--- src/rtl/mvpa_pkg.sv ---
// mvpa_pkg: shared types, codes and tables for the voice allocator
// no dependencies; used by all files in rtl/

package mvpa_pkg;

	// command codes
	localparam logic CMD_NOTE_ON  = 1'b0;
	localparam logic CMD_NOTE_OFF = 1'b1;

	// result event codes
	typedef enum logic [2:0] {
		EV_STARTED   = 3'd0,
		EV_RELEASED  = 3'd1,
		EV_OUT_VOICE = 3'd2,
		EV_TOO_HIGH  = 3'd3,
		EV_NO_VOICE  = 3'd4
	} event_t;

	typedef enum logic [1:0] {
		ST_IDLE,
		ST_LOOK,
		ST_COMMIT
	} state_t;

	// midi note offset applied to every item
	localparam int unsigned NOTE_OFFSET = 3;

	// ascii characters used in the report
	localparam logic [6:0] CH_SPACE = 7'h20;
	localparam logic [6:0] CH_DASH  = 7'h2d;
	localparam logic [6:0] CH_ZERO  = 7'h30;

	// 2^(s/12) in unsigned q8.24
	localparam logic [31:0] SEMI [12] = '{
		32'd16777216, 32'd17774841, 32'd18831788, 32'd19951585,
		32'd21137968, 32'd22394897, 32'd23726566, 32'd25137421,
		32'd26632170, 32'd28215802, 32'd29893600, 32'd31671166
	};

	// note name characters per semitone (a at semitone zero)
	localparam logic [6:0] NAME_A [12] = '{
		7'h20, 7'h61, 7'h20, 7'h20, 7'h63, 7'h20,
		7'h64, 7'h20, 7'h20, 7'h66, 7'h20, 7'h67
	};
	localparam logic [6:0] NAME_B [12] = '{
		7'h61, 7'h23, 7'h62, 7'h63, 7'h23, 7'h64,
		7'h23, 7'h65, 7'h66, 7'h23, 7'h67, 7'h23
	};

	// control handed to every voice cell
	typedef struct packed {
		logic       find_free;  // 1: search free voice, 0: search matching note
		logic [7:0] n;          // offset note
		logic       claim;      // mark selected voice busy with n
		logic       drop;       // free selected voice
	} cell_ctrl_t;

endpackage

--- src/rtl/midi_poly_voice_allocator_core.sv ---
// midi_poly_voice_allocator_core: top level of the polyphonic voice allocator
// depends on mvpa_pkg, mvpa_freq_rom and mvpa_voice_cell
//
// usage
//  - an item (cmd, note) is taken at a rising edge with start high and busy low
//  - note-on takes the lowest free voice, note-off frees the lowest busy voice
//    holding the same note; the note is offset by 3 before anything else
//  - each item gives exactly one result, shown for one cycle with done high;
//    the receiver cannot stall, so results are never held back
//  - an item passes the look state (registered table read) and then the
//    commit state, which updates the voice chain; busy is high in both, so
//    a new item is taken only after the last one is through
//  - the voices form a chain of cells; a search flag ripples from voice 0
//    upward so the lowest matching voice wins
//  - cfg_we writes cfg_data into the video standard bit (0 pal, 1 ntsc);
//    write it only while the block is idle
//  - reset frees every voice, clears the out-of-voices flag and selects pal

module midi_poly_voice_allocator_core #(
	parameter int unsigned VOICES        = 3,
	parameter int unsigned PAL_CLOCK_HZ  = 985248,
	parameter int unsigned NTSC_CLOCK_HZ = 1022727
) (
	input  logic        clk,
	input  logic        arst_n,
	input  logic        cfg_we,
	input  logic        cfg_data,
	input  logic        start,
	output logic        busy,
	input  logic        cmd,
	input  logic [6:0]  note,
	output logic        done,
	output logic [2:0]  event_res,
	output logic [1:0]  voice,
	output logic [15:0] freq_word,
	output logic        gate,
	output logic [6:0]  name_first,
	output logic [6:0]  name_second,
	output logic [6:0]  octave_char,
	output logic        out_of_voices
);

	localparam int unsigned VIDX_W = (VOICES > 1) ? $clog2(VOICES) : 1;

	mvpa_pkg::state_t state_q, state_d;

	logic       std_q;        // video standard register
	logic       pool_full_q;  // sticky out-of-voices flag
	logic       cmd_q;
	logic [6:0] note_q;
	logic [7:0] n_off;        // offset note held by the current item

	// table outputs, valid in the commit cycle
	logic [15:0] rom_word;
	logic        rom_too_high;
	logic [6:0]  rom_first;
	logic [6:0]  rom_second;
	logic [6:0]  rom_octave;

	mvpa_pkg::cell_ctrl_t ctrl;
	logic [VOICES:0]      found;
	logic [VOICES-1:0]    hit;
	logic [VIDX_W-1:0]    hit_idx;
	logic                 any_hit;

	assign busy  = (state_q != mvpa_pkg::ST_IDLE);
	assign n_off = {1'b0, note_q} + 8'(mvpa_pkg::NOTE_OFFSET);

	// config register
	always_ff @(posedge clk or negedge arst_n) begin
		if (!arst_n) begin
			std_q <= 1'b0;
		end else if (cfg_we) begin
			std_q <= cfg_data;
		end
	end

	// item capture
	always_ff @(posedge clk) begin
		if (start && !busy) begin
			cmd_q  <= cmd;
			note_q <= note;
		end
	end

	// oscillator word and note name lookup, registered read
	mvpa_freq_rom #(
		.PAL_CLOCK_HZ  (PAL_CLOCK_HZ),
		.NTSC_CLOCK_HZ (NTSC_CLOCK_HZ)
	) u_rom (
		.clk        (clk),
		.std_sel    (std_q),
		.note       (note_q),
		.word_q     (rom_word),
		.too_high_q (rom_too_high),
		.first_q    (rom_first),
		.second_q   (rom_second),
		.octave_q   (rom_octave)
	);

	// voice chain: found ripples from voice 0 so the lowest candidate takes the hit
	assign found[0] = 1'b0;
	for (genvar v = 0; v < VOICES; v++) begin : g_voice
		mvpa_voice_cell u_cell (
			.clk       (clk),
			.arst_n    (arst_n),
			.ctrl      (ctrl),
			.found_in  (found[v]),
			.found_out (found[v+1]),
			.hit       (hit[v])
		);
	end
	assign any_hit = found[VOICES];

	// one-hot hit to index, at most one bit is set
	always_comb begin
		hit_idx = '0;
		for (int v = 0; v < VOICES; v++) begin
			if (hit[v]) begin
				hit_idx = hit_idx | VIDX_W'(v);
			end
		end
	end

	// state register
	always_ff @(posedge clk or negedge arst_n) begin
		if (!arst_n) begin
			state_q <= mvpa_pkg::ST_IDLE;
		end else begin
			state_q <= state_d;
		end
	end

	// next state and chain control
	always_comb begin
		state_d        = state_q;
		ctrl.find_free = (cmd_q == mvpa_pkg::CMD_NOTE_ON);
		ctrl.n         = n_off;
		ctrl.claim     = 1'b0;
		ctrl.drop      = 1'b0;
		case (state_q)
			mvpa_pkg::ST_IDLE: begin
				if (start) begin
					state_d = mvpa_pkg::ST_LOOK;
				end
			end
			mvpa_pkg::ST_LOOK: begin
				state_d = mvpa_pkg::ST_COMMIT;
			end
			mvpa_pkg::ST_COMMIT: begin
				// a word above range leaves every voice untouched
				ctrl.claim = (cmd_q == mvpa_pkg::CMD_NOTE_ON) && !rom_too_high;
				ctrl.drop  = (cmd_q == mvpa_pkg::CMD_NOTE_OFF);
				state_d    = mvpa_pkg::ST_IDLE;
			end
			default: begin
				state_d = mvpa_pkg::ST_IDLE;
			end
		endcase
	end

	// result register and sticky flag, updated in the commit cycle
	always_ff @(posedge clk or negedge arst_n) begin
		if (!arst_n) begin
			done          <= 1'b0;
			pool_full_q   <= 1'b0;
			event_res     <= mvpa_pkg::EV_STARTED;
			voice         <= '0;
			freq_word     <= '0;
			gate          <= 1'b0;
			name_first    <= '0;
			name_second   <= '0;
			octave_char   <= '0;
			out_of_voices <= 1'b0;
		end else begin
			done <= (state_q == mvpa_pkg::ST_COMMIT);
			if (state_q == mvpa_pkg::ST_COMMIT) begin
				voice       <= '0;
				freq_word   <= '0;
				gate        <= 1'b0;
				name_first  <= '0;
				name_second <= '0;
				octave_char <= '0;
				if (cmd_q == mvpa_pkg::CMD_NOTE_ON) begin
					out_of_voices <= pool_full_q;
					if (!any_hit) begin
						// pool full
						event_res     <= mvpa_pkg::EV_OUT_VOICE;
						pool_full_q   <= 1'b1;
						out_of_voices <= 1'b1;
					end else if (rom_too_high) begin
						event_res <= mvpa_pkg::EV_TOO_HIGH;
					end else begin
						event_res   <= mvpa_pkg::EV_STARTED;
						voice       <= 2'(hit_idx);
						freq_word   <= rom_word;
						gate        <= 1'b1;
						name_first  <= rom_first;
						name_second <= rom_second;
						octave_char <= rom_octave;
					end
				end else begin
					// every note-off clears the flag
					pool_full_q   <= 1'b0;
					out_of_voices <= 1'b0;
					if (!any_hit) begin
						event_res <= mvpa_pkg::EV_NO_VOICE;
					end else begin
						event_res   <= mvpa_pkg::EV_RELEASED;
						voice       <= 2'(hit_idx);
						name_first  <= mvpa_pkg::CH_DASH;
						name_second <= mvpa_pkg::CH_DASH;
						octave_char <= mvpa_pkg::CH_SPACE;
					end
				end
			end
		end
	end

endmodule

--- src/rtl/mvpa_voice_cell.sv ---
// mvpa_voice_cell: one voice slot of the allocation chain
// depends on mvpa_pkg (cell_ctrl_t)

module mvpa_voice_cell (
	input  logic                 clk,
	input  logic                 arst_n,
	input  mvpa_pkg::cell_ctrl_t ctrl,
	input  logic                 found_in,
	output logic                 found_out,
	output logic                 hit
);

	logic       busy_q;
	logic [7:0] note_q;
	logic       cand;

	// candidate: free slot for note-on, busy slot with same note for note-off
	assign cand      = ctrl.find_free ? !busy_q : (busy_q && (note_q == ctrl.n));
	assign hit       = cand && !found_in;
	assign found_out = found_in || cand;

	always_ff @(posedge clk or negedge arst_n) begin
		if (!arst_n) begin
			busy_q <= 1'b0;
		end else if (hit && ctrl.claim) begin
			busy_q <= 1'b1;
		end else if (hit && ctrl.drop) begin
			busy_q <= 1'b0;
		end
	end

	always_ff @(posedge clk) begin
		if (hit && ctrl.claim) begin
			note_q <= ctrl.n;
		end
	end

endmodule

--- src/rtl/mvpa_freq_rom.sv ---
// mvpa_freq_rom: per-note oscillator word and note name table, registered read
// depends on mvpa_pkg (SEMI, NAME_A, NAME_B, NOTE_OFFSET, character constants)

module mvpa_freq_rom #(
	parameter int unsigned PAL_CLOCK_HZ  = 985248,
	parameter int unsigned NTSC_CLOCK_HZ = 1022727
) (
	input  logic        clk,
	input  logic        std_sel,
	input  logic [6:0]  note,
	output logic [15:0] word_q,
	output logic        too_high_q,
	output logic [6:0]  first_q,
	output logic [6:0]  second_q,
	output logic [6:0]  octave_q
);

	localparam logic [63:0] DEN_PAL  = 64'd32 * 64'(PAL_CLOCK_HZ);
	localparam logic [63:0] DEN_NTSC = 64'd32 * 64'(NTSC_CLOCK_HZ);

	// bit 16 set means word above 0xffff
	logic [16:0] word_pal  [128];
	logic [16:0] word_ntsc [128];
	logic [6:0]  first_tab [128];
	logic [6:0]  second_tab [128];
	logic [6:0]  octave_tab [128];

	for (genvar i = 0; i < 128; i++) begin : g_ent
		localparam int unsigned N  = i + mvpa_pkg::NOTE_OFFSET;
		localparam int unsigned Q  = N / 12;
		localparam int unsigned S  = N % 12;
		localparam logic [63:0] NUM = (64'd440 * 64'(mvpa_pkg::SEMI[S])) << Q;
		localparam logic [63:0] WP = NUM / DEN_PAL;
		localparam logic [63:0] WN = NUM / DEN_NTSC;

		assign word_pal[i]   = (WP > 64'hffff) ? 17'h10000 : 17'(WP);
		assign word_ntsc[i]  = (WN > 64'hffff) ? 17'h10000 : 17'(WN);
		assign first_tab[i]  = mvpa_pkg::NAME_A[S];
		assign second_tab[i] = mvpa_pkg::NAME_B[S];
		assign octave_tab[i] = mvpa_pkg::CH_ZERO + 7'(Q);
	end

	logic [16:0] word_sel;
	assign word_sel = std_sel ? word_ntsc[note] : word_pal[note];

	always_ff @(posedge clk) begin
		word_q     <= word_sel[15:0];
		too_high_q <= word_sel[16];
		first_q    <= first_tab[note];
		second_q   <= second_tab[note];
		octave_q   <= octave_tab[note];
	end

endmodule

--- config.mk ---
export PLATFORM = sky130hd
export DESIGN_NAME = midi_poly_voice_allocator_core
export DESIGN_NICKNAME = d
export VERILOG_FILES = /design/src/rtl/mvpa_pkg.sv /design/src/rtl/midi_poly_voice_allocator_core.sv /design/src/rtl/mvpa_voice_cell.sv /design/src/rtl/mvpa_freq_rom.sv
export SDC_FILE = /design/constraint.sdc
export NUM_CORES = 1
export LEC_CHECK = 0
export BUFFER_PORTS_ARGS = -buffer_cell sky130_fd_sc_hd__buf_4
export CORE_MARGIN = 3
export CORE_UTILIZATION = 40
export DETAILED_ROUTE_END_ITERATION = 6
export PLACE_DENSITY_LB_ADDON = 0.12
export SLEW_MARGIN = 10
export SYNTH_ARGS = -nofsm -noshare
export SYNTH_HDL_FRONTEND = slang
export SYNTH_SLANG_ARGS = --single-unit
export TNS_END_PERCENT = 30
--- constraint.sdc ---
create_clock -name clk -period 11.8 [get_ports clk]
set_input_delay 0.59 -clock clk [delete_from_list [all_inputs] [get_ports clk]]
set_output_delay 0.59 -clock clk [all_outputs]
set_load 0.03 [all_outputs]
==> summary.md <==
| Metric | Value |
|---|---|
| CP max FO | `19` |
| Detail Route Antenna Nets | `0` |
| Most Crowded Layer GR | `met1` |
| Fin area | `8480 µm²` |
| CTS tree | `built` |
| Setup slack, reg-to-reg | `7.23 ns` |
| Critical Path AT | `between 4 and 5 ns` |
| CP startpoint kind | `register` |
| CP Capture Type | `register` |
| Cell row count | `50` |
| Worst-path clk slew | `about 0.07 ns` |
| Cts hold-fix bufs | `0` |
| Post-synth EDFFs | `32` |
| CP Data Required Time | `11.79 ns` |
| RSZ-0062 raised after global routing | `false` |
| GRT Residual Overflow | `0` |
| Height of the die | `146 µm` |
| Total CTS buffers | `9` |
| Clock Sinks | `around 110` |
| Clock root cell | `clkbuf_16` |
| Setup ws final | `a little over 7 ns` |
| Port Buffers | `55` |
| Min cycle time layout | `4.57 ns` |
| Drt wl/cell | `22.1 µm` |
| GR Util met2 | `34.8%` |
| Primary FF master, synth | `dfrtp_1` |
| Layout cells sized above 1 | `13.1%` |
| Dpl hpwl | `18.6 mm` |
| Post-Synth Adder-Cell Area | `2.72%` |
| Async SR Flop Fraction | `about two fifths` |
| Yosys cell types | `75` |
| Cells along the critical path | `inv_1, ha_1, inv_1, ha_1, xnor2_1, or4_1, a31oi_1, nor4b_4, and2_1, o21a_1, nor2b_1` |
| Initial antenna violation count | `1` |
| DR vias/cell | `6.20` |
| Slew Limit Fails | `0` |
| Dpl cell area | `8200 µm²` |
| Pre-CTS setup slack | `7.30 ns` |
| First-pass GRT wire length | `40.3 mm` |
| Synth Area in Compound Gates | `between 20% and 30%` |
| Lkg Pwr | `0.00328 µW` |
| WL final | `26.2 mm` |
| Drt first pass iters | `6` |
| #FFs+latches synth | `105` |
| Post-cts resize count | `0` |
| Sequential share of the synthesized area | `33.8%` |
| Total GRT Usage | `between 20% and 30%` |
| Netlist area before placement | `7830 µm²` |
| Power density over the cells | `155 nW/µm²` |
| Routability cong. | `1.01` |
| Largest stage delay on the critical path | `between 0.8 and 0.9 ns` |
| Endpoints failing setup | `0` |
| DR vias | `7362` |
| Layout area overhead | `8.36%` |
| DIE AREA | `21300 µm²` |
| Multi-input logic area | `4650 µm²` |
| VDD IR max | `roughly 0.061 mV` |
| Reg2reg path depth | `11` |
| Setup TNS | `0 ns` |
| Worst clock skew | `0.0128 ns` |
| Crit path kind | `register to register` |
| Die W | `146 µm` |
| GR Util met1 | `35.0%` |
| Multiplexer share of the synthesized area | `6.62%` |
| Worst r2r dst | `g_voice[1].u_cell.note_q[2]` |
| Setup bufs post-CTS | `0` |
| Ant. Diodes | `0` |
| Post-synthesis xor/xnor area fraction | `under 10%` |
| GRT met3 Usage | `4.67%` |
| MaxCap Viol Count | `0` |
| Synth Instances | `942` |
| FF+latch area | `2640 µm²` |
| Critical-path top delay cell | `edfxtp_1` |
| Top Ports | `between 50 and 60` |
| Synth Area in Simple Gates | `17.1%` |
| Core area | `19000 µm²` |
| Synth warn | `0` |
| Largest net degree at the start of global routing | `88` |
| Worst-margin pin slew | `0.915 ns` |
| Max Root-Sink Buffers | `2` |
| Initial DRC count | `1096` |
| Worst skew pair latency | `0.36 ns` |
| Final hold violation count | `0` |
| Starting Density | `41.3%` |
| Worst reg2reg path startpoint | `note_q[0]` |
| Fin nets | `952` |
| Final Cycle Share | `38.7%` |
| Vias in the first global route | `6656` |
| Rel. slew slack | `between 30% and 40%` |
| DRC violations left | `0` |
| Achievable Freq | `around 220 MHz` |
| Fillcell total | `roughly 1900` |
| Htree depth | `3` |
| Worst hold-check path type | `primary input to async pin` |
| Mean post-synth cell area | `8.31 µm²` |
| Status | `completed` |
| Main combinational cell family by area after synthesis | `compound AO/OA/AOI/OAI gates` |
[worst max-delay path by stage]
stage	startpoint	endpoint	slack, ns	depth (start not counted)
2_1_floorplan	note_q[0]	g_voice[1].u_cell.note_q[0]	7.73	14
3_3_place_gp	note_q[0]	g_voice[1].u_cell.note_q[5]	7.44	11
3_5_place_dp	note_q[0]	g_voice[1].u_cell.note_q[1]	7.30	11
4_1_cts	note_q[0]	g_voice[1].u_cell.note_q[2]	7.27	11
5_1_grt	note_q[0]	g_voice[1].u_cell.note_q[2]	6.96	11
6_report	note_q[0]	g_voice[1].u_cell.note_q[2]	7.23	11
[cell usage in the layout, fill, tap and decap left out, types with 5 or more instances in the layout]
cell,n
o22ai_1,15
xnor2_1,20
o211ai_1,17
nand2b_1,12
a211oi_1,19
edfxtp_1,32
xor2_1,7
a221oi_1,11
nor2_1,92
a31oi_1,14
dfrtp_1,44
ha_1,17
nor2b_1,15
o21ai_0,82
a22o_1,26
a21oi_1,84
o31ai_1,8
mux4_2,11
mux2i_1,18
nor3_1,30
o21a_1,9
and3_1,5
and2_1,8
clkbuf_16,9
mux2_2,8
o21ai_1,10
o311ai_0,12
buf_4,68
nand3_1,19
inv_1,18
dfxtp_1,29
nand2_1,78
or3_1,10
[worst max-delay path, delay by kind of cell, from the launching register on]
| family | cells | cell delay [ns] |
|---|---|---|
| simple gates | 4 | 1.67 |
| flops | 1 | 0.83 |
| fa+ha+maj | 2 | 0.75 |
| buf+inv | 2 | 0.45 |
| compound gates | 2 | 0.34 |
| xor+xnor | 1 | 0.15 |
[sequential cells by signal, indices dropped and copies added (netlist names), 2 cells and up]
register / count
octave_char: 4
note_q: 7
name_first: 6
freq_word: 16
g_voice.u_cell.busy_q: 3
state_q: 2
u_rom.first_q: 4
voice: 2
u_rom.second_q: 4
g_voice.u_cell.note_q: 24
u_rom.octave_q: 4
name_second: 4
u_rom.word_q: 16
event_res: 3
[report_power, final]
part	total [µW]	switching (µW)	internal [µW]	leakage, µW
sequential	476	37.6	439	0.00111
combinational	555	361	195	0.00202
clock	284	134	150	0.000148
[final cells by class]
class	instances	share of cell area, %
clock buffer	10	2.82
clock inverter	6	0.487
inverter	19	0.841
multi-input combinational	719	54.8
sequential	105	31.2
tap	260	3.84
timing repair buffer	68	6.02
[synthesized netlist by cell type (all sizes together) (11+ instances only)]
cell | n | area share [%]
ha | 17 | 2.7
xnor2 | 20 | 2.2
nand3 | 20 | 1.3
o22ai | 15 | 1.2
o211ai | 17 | 1.6
a211oi | 20 | 2.1
nand2b | 13 | 1.0
nor2b | 15 | 1.2
mux2i | 18 | 2.3
edfxtp | 32 | 12
a31oi | 14 | 1.1
dfrtp | 44 | 14
a22o | 26 | 2.9
dfxtp | 29 | 7.4
inv | 17 | 0.82
a221oi | 11 | 1.2
nand2 | 78 | 3.7
a21oi | 85 | 5.6
buf | 53 | 3.7
nor3 | 30 | 1.9
o31ai | 12 | 1.4
clkbuf | 48 | 2.3
nor2 | 92 | 4.4
mux4 | 11 | 3.2
o21ai | 93 | 6.0
o311ai | 12 | 1.3
[through the flow]
step           utilization, %  hold slack, ns  total power, µW  std cells
6_report                 44.7           0.214             1320       1187
5_1_grt                  44.7           0.243             1390       1187
4_1_cts                  44.7           0.227             1320       1187
3_5_place_dp             43.3           0.433             1030       1171
3_3_place_gp             43.3           0.429             1030       1171
2_1_floorplan               -           0.294              865        944
[cells by family after synthesis]
kind of cell / Yosys count
compound gates: 350
xor+xnor: 27
fa+ha+maj: 17
buf+inv: 120
flops: 105
mux: 37
other cells: 1
simple gates: 285
[layer usage]
metal	share of wire, %	routed length, µm
met1	45	11700
met2	42	11100
met3	9.8	2580
met4	3.1	809
met5	0	0
No activity file was read; power rests on OpenSTA's default activity.
